<file path="config.mk">
export PLATFORM = sky130hd
export DESIGN_NAME = dual_wheel_pid_step
export DESIGN_NICKNAME = d
export VERILOG_FILES = /design/src/rtl/dwp_pkg.sv /design/src/rtl/dwp_gains.sv /design/src/rtl/dual_wheel_pid_step.sv
export SDC_FILE = /design/constraint.sdc
export NUM_CORES = 2
export LEC_CHECK = 0
export BUFFER_PORTS_ARGS = -buffer_cell sky130_fd_sc_hd__clkbuf_2
export CAP_MARGIN = 20
export CELL_PAD_IN_SITES_DETAIL_PLACEMENT = 1
export CELL_PAD_IN_SITES_GLOBAL_PLACEMENT = 1
export CORE_UTILIZATION = 45
export DETAILED_ROUTE_END_ITERATION = 7
export PLACE_DENSITY = 0.77
export SLEW_MARGIN = 20
export SYNTH_ARGS = -nofsm -noshare
export SYNTH_HDL_FRONTEND = slang
export SYNTH_SLANG_ARGS = --single-unit
</file>
<file path="constraint.sdc">
create_clock -name clk -period 21.3 [get_ports clk]
set_input_delay 0 -clock clk [delete_from_list [all_inputs] [get_ports clk]]
set_output_delay 0 -clock clk [all_outputs]
set_load 0.1 [all_outputs]
</file>
<file path="src/rtl/dwp_pkg.sv">
`timescale 1ns / 1ps

package dwp_pkg;

	// Field widths of the stream and configuration channels.
	localparam int SPEED_W    = 16;
	localparam int GAIN_W     = 16;
	localparam int CFG_IDX_W  = 3;
	localparam int CFG_DATA_W = 16;
	localparam int OUT_W      = 48;

	// Internal arithmetic widths.
	localparam int ERR_W  = SPEED_W + 1;
	localparam int SUM_W  = 32;
	localparam int PREV_W = 18;
	localparam int DIFF_W = PREV_W + 1;

	// Configuration register indexes.
	typedef enum logic [CFG_IDX_W-1:0] {
		REG_KP_LEFT  = 3'd0,
		REG_KI_LEFT  = 3'd1,
		REG_KD_LEFT  = 3'd2,
		REG_KP_RIGHT = 3'd3,
		REG_KI_RIGHT = 3'd4,
		REG_KD_RIGHT = 3'd5
	} cfg_reg_e;

	// Reset values of the gains, signed Q8.8.
	localparam logic signed [GAIN_W-1:0] KP_RESET = 16'sd2048;
	localparam logic signed [GAIN_W-1:0] KI_RESET = 16'sd26;
	localparam logic signed [GAIN_W-1:0] KD_RESET = 16'sd0;

	// Gain set of one wheel.
	typedef struct packed {
		logic signed [GAIN_W-1:0] kp;
		logic signed [GAIN_W-1:0] ki;
		logic signed [GAIN_W-1:0] kd;
	} gains_t;

	localparam gains_t GAINS_RESET = '{kp: KP_RESET, ki: KI_RESET, kd: KD_RESET};

endpackage

</file>
<file path="src/rtl/dwp_gains.sv">
`timescale 1ns / 1ps

module dwp_gains (
	input  logic                            clk,
	input  logic                            arst_n,
	input  logic                            cfg_wr_en,
	input  logic [dwp_pkg::CFG_IDX_W-1:0]   cfg_index,
	input  logic [dwp_pkg::CFG_DATA_W-1:0]  cfg_wdata,
	input  logic                            wheel,
	output dwp_pkg::gains_t                 gains
);
	import dwp_pkg::*;

	gains_t left_q;
	gains_t right_q;

	// Gain register file; writes beyond the last register are dropped.
	always_ff @(posedge clk or negedge arst_n) begin
		if (!arst_n) begin
			left_q  <= GAINS_RESET;
			right_q <= GAINS_RESET;
		end else if (cfg_wr_en) begin
			unique case (cfg_index)
				REG_KP_LEFT:  left_q.kp  <= cfg_wdata;
				REG_KI_LEFT:  left_q.ki  <= cfg_wdata;
				REG_KD_LEFT:  left_q.kd  <= cfg_wdata;
				REG_KP_RIGHT: right_q.kp <= cfg_wdata;
				REG_KI_RIGHT: right_q.ki <= cfg_wdata;
				REG_KD_RIGHT: right_q.kd <= cfg_wdata;
				default: ;
			endcase
		end
	end

	// Hand out the gain set of the selected wheel.
	assign gains = wheel ? right_q : left_q;

endmodule

</file>
<file path="src/rtl/dual_wheel_pid_step.sv">
`timescale 1ns / 1ps

// Two-wheel PID speed step.
// Input channel s_*: one item per control step. tuser[0] selects a step (0)
// or a clear of both wheels' integrals and last errors (1); tuser[1] picks
// the wheel. tdata carries target speed (low half) and measured speed.
// Output channel m_*: one item per input item, in order, holding the
// saturated PID output in 1/256 units (zero for a clear item).
// Gains are written through cfg_wr_en/cfg_index/cfg_wdata while idle; the user ensures this.
// The block is a three-register pipeline: input stage, product stage and
// output register, which an item passes in that order. One item is taken
// every cycle while there is room. Per-wheel state is read and updated in
// the input stage, so items on the same wheel may follow back to back.
// When m_tready is low the output register holds its item; the stages
// behind it keep filling until all three are full, and only then does
// s_tready fall. Reset empties the pipeline, zeroes the integrals and last
// errors, and loads the default gains.
module dual_wheel_pid_step (
	input  logic                            clk,
	input  logic                            arst_n,
	input  logic                            s_tvalid,
	output logic                            s_tready,
	input  logic [31:0]                     s_tdata,   // [15:0] target_speed, [31:16] measured_speed
	input  logic [1:0]                      s_tuser,   // [0] func, [1] wheel
	output logic                            m_tvalid,
	input  logic                            m_tready,
	output logic [47:0]                     m_tdata,   // [47:0] drive_increment
	input  logic                            cfg_wr_en,
	input  logic [dwp_pkg::CFG_IDX_W-1:0]   cfg_index,
	input  logic [dwp_pkg::CFG_DATA_W-1:0]  cfg_wdata
);
	import dwp_pkg::*;

	localparam int P_KP_W = GAIN_W + ERR_W;
	localparam int P_KI_W = GAIN_W + SUM_W;
	localparam int P_KD_W = GAIN_W + DIFF_W;
	localparam int TOT_W  = OUT_W + 2;

	// Stage handshake.
	logic ready_out, ready_s2, ready_s1, adv_s1;

	// Input stage.
	logic               valid_s1;
	logic               func_s1;
	logic               wheel_s1;
	logic [SPEED_W-1:0] target_s1;
	logic [SPEED_W-1:0] measured_s1;

	// Product stage.
	logic                     valid_s2;
	logic                     clr_s2;
	logic signed [P_KP_W-1:0] p_kp_s2;
	logic signed [P_KI_W-1:0] p_ki_s2;
	logic signed [P_KD_W-1:0] p_kd_s2;

	// Output register.
	logic             out_valid_q;
	logic [OUT_W-1:0] out_data_q;

	// Per-wheel controller state.
	logic signed [SUM_W-1:0]  err_sum_q  [2];
	logic signed [PREV_W-1:0] prev_err_q [2];

	gains_t gains;

	logic signed [ERR_W-1:0]  err_d;
	logic signed [SUM_W-1:0]  sum_cur;
	logic signed [SUM_W:0]    sum_raw;
	logic signed [SUM_W-1:0]  sum_sat;
	logic signed [SUM_W-1:0]  sum_new;
	logic signed [PREV_W-1:0] prev_cur;
	logic signed [DIFF_W-1:0] diff_d;
	logic signed [P_KP_W-1:0] p_kp_d;
	logic signed [P_KI_W-1:0] p_ki_d;
	logic signed [P_KD_W-1:0] p_kd_d;
	logic signed [TOT_W-1:0]  total_d;
	logic [OUT_W-1:0]         out_sat_d;

	dwp_gains u_gains (
		.clk       (clk),
		.arst_n    (arst_n),
		.cfg_wr_en (cfg_wr_en),
		.cfg_index (cfg_index),
		.cfg_wdata (cfg_wdata),
		.wheel     (wheel_s1),
		.gains     (gains)
	);

	// Each stage moves on when the one after it is empty or moving.
	assign ready_out = !out_valid_q || m_tready;
	assign ready_s2  = !valid_s2 || ready_out;
	assign ready_s1  = !valid_s1 || ready_s2;
	assign adv_s1    = valid_s1 && ready_s2;
	assign s_tready  = ready_s1;

	// Error, saturated integral and derivative difference.
	always_comb begin
		err_d    = $signed({1'b0, target_s1}) - $signed({1'b0, measured_s1});
		sum_cur  = err_sum_q[wheel_s1];
		prev_cur = prev_err_q[wheel_s1];
		sum_raw  = {sum_cur[SUM_W-1], sum_cur}
			+ {{(SUM_W + 1 - ERR_W){err_d[ERR_W-1]}}, err_d};
		if (sum_raw[SUM_W] != sum_raw[SUM_W-1]) begin
			sum_sat = sum_raw[SUM_W] ? {1'b1, {(SUM_W-1){1'b0}}}
				: {1'b0, {(SUM_W-1){1'b1}}};
		end else begin
			sum_sat = sum_raw[SUM_W-1:0];
		end
		// Only a run of overspeed errors accumulates.
		sum_new = err_d[ERR_W-1] ? sum_sat : '0;
		diff_d  = {{(DIFF_W - ERR_W){err_d[ERR_W-1]}}, err_d}
			- {prev_cur[PREV_W-1], prev_cur};
	end

	// Three gain products, operands extended to the product width.
	assign p_kp_d = $signed({{(P_KP_W - GAIN_W){gains.kp[GAIN_W-1]}}, gains.kp})
		* $signed({{(P_KP_W - ERR_W){err_d[ERR_W-1]}}, err_d});
	assign p_ki_d = $signed({{(P_KI_W - GAIN_W){gains.ki[GAIN_W-1]}}, gains.ki})
		* $signed({{(P_KI_W - SUM_W){sum_new[SUM_W-1]}}, sum_new});
	assign p_kd_d = $signed({{(P_KD_W - GAIN_W){gains.kd[GAIN_W-1]}}, gains.kd})
		* $signed({{(P_KD_W - DIFF_W){diff_d[DIFF_W-1]}}, diff_d});

	// Sum of the terms, saturated to the output width.
	always_comb begin
		total_d = {{(TOT_W - P_KP_W){p_kp_s2[P_KP_W-1]}}, p_kp_s2}
			+ {{(TOT_W - P_KI_W){p_ki_s2[P_KI_W-1]}}, p_ki_s2}
			+ {{(TOT_W - P_KD_W){p_kd_s2[P_KD_W-1]}}, p_kd_s2};
		if ((total_d[TOT_W-1:OUT_W-1] != '0) && (total_d[TOT_W-1:OUT_W-1] != '1)) begin
			out_sat_d = total_d[TOT_W-1] ? {1'b1, {(OUT_W-1){1'b0}}}
				: {1'b0, {(OUT_W-1){1'b1}}};
		end else begin
			out_sat_d = total_d[OUT_W-1:0];
		end
	end

	// Input stage registers.
	always_ff @(posedge clk or negedge arst_n) begin
		if (!arst_n) begin
			valid_s1 <= 1'b0;
		end else if (ready_s1) begin
			valid_s1 <= s_tvalid;
		end
	end

	always_ff @(posedge clk) begin
		if (s_tvalid && ready_s1) begin
			func_s1     <= s_tuser[0];
			wheel_s1    <= s_tuser[1];
			target_s1   <= s_tdata[SPEED_W-1:0];
			measured_s1 <= s_tdata[2*SPEED_W-1:SPEED_W];
		end
	end

	// Per-wheel state is committed as the item leaves the input stage.
	always_ff @(posedge clk or negedge arst_n) begin
		if (!arst_n) begin
			err_sum_q[0]  <= '0;
			err_sum_q[1]  <= '0;
			prev_err_q[0] <= '0;
			prev_err_q[1] <= '0;
		end else if (adv_s1) begin
			if (func_s1) begin
				err_sum_q[0]  <= '0;
				err_sum_q[1]  <= '0;
				prev_err_q[0] <= '0;
				prev_err_q[1] <= '0;
			end else begin
				err_sum_q[wheel_s1]  <= sum_new;
				prev_err_q[wheel_s1] <= {err_d[ERR_W-1], err_d};
			end
		end
	end

	// Product stage registers.
	always_ff @(posedge clk or negedge arst_n) begin
		if (!arst_n) begin
			valid_s2 <= 1'b0;
		end else if (ready_s2) begin
			valid_s2 <= valid_s1;
		end
	end

	always_ff @(posedge clk) begin
		if (adv_s1) begin
			clr_s2  <= func_s1;
			p_kp_s2 <= p_kp_d;
			p_ki_s2 <= p_ki_d;
			p_kd_s2 <= p_kd_d;
		end
	end

	// Output register.
	always_ff @(posedge clk or negedge arst_n) begin
		if (!arst_n) begin
			out_valid_q <= 1'b0;
		end else if (ready_out) begin
			out_valid_q <= valid_s2;
		end
	end

	always_ff @(posedge clk) begin
		if (valid_s2 && ready_out) begin
			out_data_q <= clr_s2 ? '0 : out_sat_d;
		end
	end

	assign m_tvalid = out_valid_q;
	assign m_tdata  = out_data_q;

	// A clear leaves both wheels with no integral and no last error.
	a_clear_state: assert property (@(posedge clk) disable iff (!arst_n)
		adv_s1 && func_s1 |=> (err_sum_q[0] == '0) && (err_sum_q[1] == '0)
			&& (prev_err_q[0] == '0) && (prev_err_q[1] == '0))
		else $error("state not cleared after a clear item");

	// Only overspeed errors accumulate, so an integral is never positive.
	a_sum_nonpos: assert property (@(posedge clk) disable iff (!arst_n)
		((!err_sum_q[0][SUM_W-1]) |-> (err_sum_q[0] == '0))
		and ((!err_sum_q[1][SUM_W-1]) |-> (err_sum_q[1] == '0)))
		else $error("integral became positive");

	// A step at or under target leaves that wheel's integral at zero.
	a_sum_zeroed: assert property (@(posedge clk) disable iff (!arst_n)
		adv_s1 && !func_s1 && (target_s1 >= measured_s1)
			|=> err_sum_q[$past(wheel_s1)] == '0)
		else $error("integral not zeroed on an underspeed step");

	// A clear item reaches the output as zero.
	a_clear_out: assert property (@(posedge clk) disable iff (!arst_n)
		valid_s2 && clr_s2 && ready_out |=> m_tvalid && (m_tdata == '0))
		else $error("clear item gave a nonzero result");

	// The input side only stalls when the input stage, product stage and output register all hold an item.
	a_ready: assert property (@(posedge clk) disable iff (!arst_n)
		!s_tready |-> valid_s1 && valid_s2 && out_valid_q)
		else $error("input stalled with room in the pipeline");

endmodule

</file>
Word level (Yosys, flattened, before mapping)
Index checks and enable logic that the tools add are counted.
{"block": "totals", "reg_bits": 398, "latch_bits": 0, "ram_bits": 0, "romBits": 0, "inputBits": 58, "output_inout_bits": 50, "elab_cells": 79, "n_memories": 0}
{"block": "op_classes", "add_sub_neg": 5, "mul": 3, "div_mod_pow": 0, "n_lt_le_gt_ge": 2, "eq_ne": 7, "n_shift": 0, "n_mux": 20, "bitwise": 1, "reduce_logical": 19}
{"operator": "32-bit 2-to-1 mux", "n": 7}
{"operator": "48-bit 2-to-1 mux", "n": 3}
{"operator": "18-bit 2-to-1 mux", "n": 4}
{"operator": "64-bit bitwise mux", "n": 1}
{"operator": "64-bit 2-to-1 mux", "n": 1}
{"operator": "49-bit by 35-bit adder with 50-bit output", "n": 1}
{"operator": "33-bit by 48-bit adder with 49-bit output", "n": 1}
{"operator": "16-bit by 32-bit multiplier with 48-bit output", "n": 1}
{"operator": "36-bit bitwise mux", "n": 1}
{"operator": "36-bit 2-to-1 mux", "n": 1}
{"operator": "16-bit by 19-bit multiplier with 35-bit output", "n": 1}
{"operator": "32-bit by 17-bit adder with 33-bit output", "n": 1}
{"operator": "16-bit by 17-bit multiplier with 33-bit output", "n": 1}
{"operator": "32-bit demux with 1-bit select", "n": 1}
{"operator": "17-bit by 18-bit subtractor with 19-bit output", "n": 1}
{"operator": "18-bit demux with 1-bit select", "n": 1}
{"operator": "16-bit by 16-bit subtractor with 17-bit output", "n": 1}
{"operator": "2-bit AND reduction", "n": 6}
{"operator": "3-bit by 2-bit == test with 1-bit output, second input constant", "n": 2}
{"operator": "3-bit == test, second input constant", "n": 2}
{"operator": "1-bit logical AND", "n": 5}
{"operator": "3-bit by 1-bit == test with 1-bit output, second input constant", "n": 1}
{"operator": "1-bit zero test", "n": 3}
{"operator": "3-bit zero test", "n": 1}
{"operator": "7 further kinds", "n": 9}

Logic depth before layout (Yosys ltp)
{"block": "depth", "word_depth": 10, "mapped_depth": 56, "ltp_nobuf": 49}

Cells and area by module
From an unflattened synthesis, not the netlist that was laid out.
{"block": "hier_totals", "hier_cells": 6292, "area_unflattened_um2": 61968.2}
{"mod": "dual_wheel_pid_step", "instances": 1, "cells_per_inst": 6031, "area_per_inst_um2": 57679.1}
{"mod": "dwp_gains", "instances": 1, "cells_per_inst": 261, "area_per_inst_um2": 4289.1}

Worst setup path after synthesis
No wires, ideal clock.
{"block": "synth_timing", "kind": "reg2reg", "start": "register target_s1[0]", "end": "register p_ki_s2[40], data pin", "arrival_ps": 12622, "t_required_ps": 21022, "path_slack_ps": 8400, "path_stages_with_launch": 51, "path_buffers": 8, "synth_period_minus_slack_ps": 12900, "cell_sequence": "edfxtp_1 > inv_1 > ha_1 > fa_1 > nor2b_4 > o211ai_2 > a31oi_1 > o31ai_1 > a21oi_1 > a31o_2 > inv_1 > buf_2 > buf_2 > buf_1 > clkbuf_1 > ha_1 > clkbuf_1 > nand4_1 > (+15 left out) > fa_1 > fa_1 > inv_1 > fa_1 > fa_1 > inv_1 > fa_1 > inv_1 > ha_1 > a21oi_1 > a21oi_1 > or4b_2 > o21ai_1 > a21oi_1 > a31o_2 > a311o_1 > a21oi_1 > o311ai_0"}
{"block": "synth_between", "elab_chain_cells": 6, "elab_cells_between_ends": 7, "cone_classes": "2 x add/sub; 1 x mul; 1 x eq/ne; 3 x mux"}
{"item": "from (decl)", "line": "dual_wheel_pid_step.sv:46", "rtl": "logic [SPEED_W-1:0] target_s1;"}
{"item": "from (signal assigned)", "line": "dual_wheel_pid_step.sv:149", "rtl": "target_s1 <= s_tdata[SPEED_W-1:0];"}
{"item": "16-bit by 16-bit subtractor with 17-bit output (*)", "line": "dual_wheel_pid_step.sv:98", "rtl": "err_d = $signed({1'b0, target_s1}) - $signed({1'b0, measured_s1});"}
{"item": "32-bit by 17-bit adder with 33-bit output", "line": "dual_wheel_pid_step.sv:102", "rtl": "+ {{(SUM_W + 1 - ERR_W){err_d[ERR_W-1]}}, err_d};"}
{"item": "32-bit 2-to-1 mux or 1-bit inequality test (tied branches)", "line": "dual_wheel_pid_step.sv:104, dual_wheel_pid_step.sv:103"}
{"item": "32-bit 2-to-1 mux", "line": "dual_wheel_pid_step.sv:103", "rtl": "if (sum_raw[SUM_W] != sum_raw[SUM_W-1]) begin"}
{"item": "32-bit 2-to-1 mux (*)", "line": "dual_wheel_pid_step.sv:110", "rtl": "sum_new = err_d[ERR_W-1] ? sum_sat : '0;"}
{"item": "16-bit by 32-bit multiplier with 48-bit output (*)", "line": "dual_wheel_pid_step.sv:119", "rtl": "* $signed({{(P_KI_W - SUM_W){sum_new[SUM_W-1]}}, sum_new});"}
{"item": "via p_ki_d[40]", "line": "dual_wheel_pid_step.sv:74", "rtl": "logic signed [P_KI_W-1:0] p_ki_d;"}
{"item": "to (signal assigned)", "line": "dual_wheel_pid_step.sv:187", "rtl": "p_ki_s2 <= p_ki_d;"}
{"item": "to (decl)", "line": "dual_wheel_pid_step.sv:53", "rtl": "logic signed [P_KI_W-1:0] p_ki_s2;"}
Mark *: on every way through the listed nets, which the timed path passes. The rest lies on a longest branch.
A chain may end at the register's enable or synchronous reset.

Worst setup path after layout
{"block": "layout_timing", "start": "register target_s1[2]", "end": "register p_ki_s2[40], data pin"}
The elaborated chain is that of the path after synthesis.

==> flow_metrics.tcl <==
set metrics [dict create \
    grt_first_pass_wirelength_mm 321.4 \
    routed-via-count 47110 \
    nets 8045 \
    overflow 0 \
    synth_seq_cells 396 \
    coreArea_sq_um 135500 \
    netlist_area_sq_um 61510 \
    skew_ns 0.05532 \
    layout_common_cells "inv_1, fa_1, nand2_1" \
    reg2reg_depth 47 \
    tns_ns 0 \
    vias_per_cell 5.681 \
    numCtsBuffers 50 \
    hold_class "in2reg" \
    outcome "finished, final reports clean" \
    die_y_microns 371.7 \
    critPathKind "reg2reg" \
    cts_tree "done" \
    synth_ff_type "edfxtp_1" \
    cp-startpoint "target_s1[2]" \
    dpl.hpwl_mm 165.7 \
    finalSetupViolCount 0 \
    path_clk_slew_ns 0.06 \
    fin_area_sq_um 66560 \
    start_util_pct 45.41 \
    cts.repair.resized 0 \
    final-seq-area_sq_um 10920 \
    htree_levels 2 \
    cp_slowest_cell "xnor2_1" \
    rsz0062_at_grt "false" \
    synth_edf_count 199 \
    ys_seq_area_share_pct 17.74 \
    min_period_ns 14.42 \
    die_area_sq_um 138200 \
    io_pins 108 \
    cp-end-kind "flop" \
    post-place-ws_ns 7.090 \
    drv_slew 0 \
    cpMostUsedCell "fa_1" \
    clockBufferDepth 3 \
    postSynthAreaPerCell_sq_um 9.660 \
    path_max_fanout 32 \
    placed_area_sq_um 64220 \
    max_slew_margin_pct 18.78 \
    final_layout_size_suffix_gt1_share_pct 8.571 \
    async_flop_share_pct 49.75 \
    cp.depth 47 \
    fin_crit_sh_pct 67.68 \
    worstPathArrival_ns 14.76 \
    first_pass_iters 5 \
    gp_congestion 0.9583 \
    drc 0 \
    cpPeakStageDelay_ns 0.66 \
    synth_cell_type_count 103 \
    cp_num_buf_inv 8 \
    routedWlPerCell_microns 25.09 \
    finalHoldViolCount 0 \
    portBuffers 107 \
    crit_end "p_ki_s2[40]" \
    syn_to_final_growth_pct 8.205 \
    syn_inst 6368 \
    cts_sinks 396 \
    fmax_mhz 69.37 \
    nFillCells 15270 \
    yosysWarnings 0 \
    timing.rr.start "target_s1[2]" \
    r2r_end "p_ki_s2[40]" \
    cts_setup_buffers 0 \
    clk_latency_ns 0.67 \
    drt_iter0_markers 2812 \
    rows 135 \
    worst_pin_slew_ns 1.214 \
    critPathLaunchType "flop" \
    die_w_microns 371.7 \
    antenna_found_initial 3 \
    final_antenna_net_count 0 \
    syn_nets 7943 \
    r2r_slack_ns 6.88 \
    critPathTopFamily "adder cells" \
    grt_max_degree 75 \
    required_ns 21.65 \
    multiInputGateArea_sq_um 45140 \
    grt_use_total_pct 31.06 \
    grt_pass1_vias 53620 \
    maxCapViolations 0 \
    clockRootBuffer "clkbuf_16" \
    routed_wl_mm 208.0 \
    fin_ws_ns 6.884 \
    final_common_cell "inv_1" \
]
cell families (layout without fill, tap and decap cells):
family / count (synthesis) / count (layout) / synth area share, %
AOI/OAI and AO/OA: 882 / 882 / 9.712
xor gates and xnor gates: 224 / 224 / 3.271
adders and majority gates: 1517 / 1517 / 44.50
buffers and inverters: 1454 / 1596 / 9.037
DFF: 396 / 396 / 17.74
muxes: 215 / 215 / 3.842
other: 0 / 1 / 0
and+or+nand+nor: 1680 / 1680 / 11.89
layer usage:
layer / track usage, % / up-vias / wire (microns)
li1: - / 20270 / -
met1: 36.91 / 24770 / 79330
met2: 52.76 / 1519 / 101000
met3: 4.677 / 554 / 12270
met4: 19.43 / 2 / 15440
met5: 0 / - / 13
state kept, by name, indices dropped and copies added, names as in the netlist:
name,count
u_gains.right_q,48
valid_s1,1
clr_s2,1
err_sum_q,64
wheel_s1,1
u_gains.left_q,48
p_ki_s2,48
valid_s2,1
measured_s1,16
prev_err_q,34
m_tvalid,1
target_s1,16
p_kp_s2,33
func_s1,1
m_tdata,48
p_kd_s2,35
worst min-delay path by stage:
stage                     end  depth (start not counted)  slack, ns         from
2_1_floorplan    err_sum_q[0]                          0      -0.30       arst_n
3_3_place_gp    err_sum_q[47]                          1       0.05       arst_n
3_5_place_dp    err_sum_q[47]                          1       0.06       arst_n
4_1_cts          target_s1[5]                          2      0.008   s_tdata[5]
5_1_grt        measured_s1[6]                          2       0.03  s_tdata[22]
6_report         target_s1[2]                          2       0.05   s_tdata[2]
through the flow:
stage                     hold WS [ns]  std cells  utilization [%]
after CTS                     0.008220       8289            49.11
after floorplan                -0.2956       6368                -
final                          0.05150       8292            49.13
after detailed placement       0.06224       8136            47.41
after global routing           0.02861       8291            49.13
after global placement         0.05455       8136            47.41
repair_timing:
action,4_1_cts,5_1_grt
endpoints found under the hold margin,192,0
setup endpoints to repair,0,0
hold buffers,61,0
cell usage after synthesis, drive strengths merged (33+ instances only):
library cell	number	area, sq um
ha	399	4992
nor2	541	2053
a31oi	38	237.7
a21oi	220	1116
xnor2	152	1339
dfrtp	189	4730
a21o	160	1201
inv	1224	4594
and2	63	394.1
and3	33	206.5
nand2b	71	444.2
edfxtp	199	5976
nor2b	61	389.1
nand2	733	2759
buf	62	334.1
clkbuf	163	611.8
mux2i	49	490.5
o21a	49	367.9
nand3	45	230.2
xor2	69	604.3
o211ai	41	340.3
o21ai	171	885.9
mux2	166	1873
nor3	37	185.2
fa	1118	22380
area by class of cell:
class | count | area share [%]
multi-input combinational | 4518 | 67.82
sequential | 396 | 16.40
inverter | 1229 | 6.934
tap | 1781 | 3.348
timing repair buffer | 275 | 2.979
clock buffer | 60 | 2.013
clock inverter | 32 | 0.5057
antenna | 1 | 0.003760
Power is not shown: default switching activity piles up to over one toggle a cycle in this logic, so the estimate is an artifact.
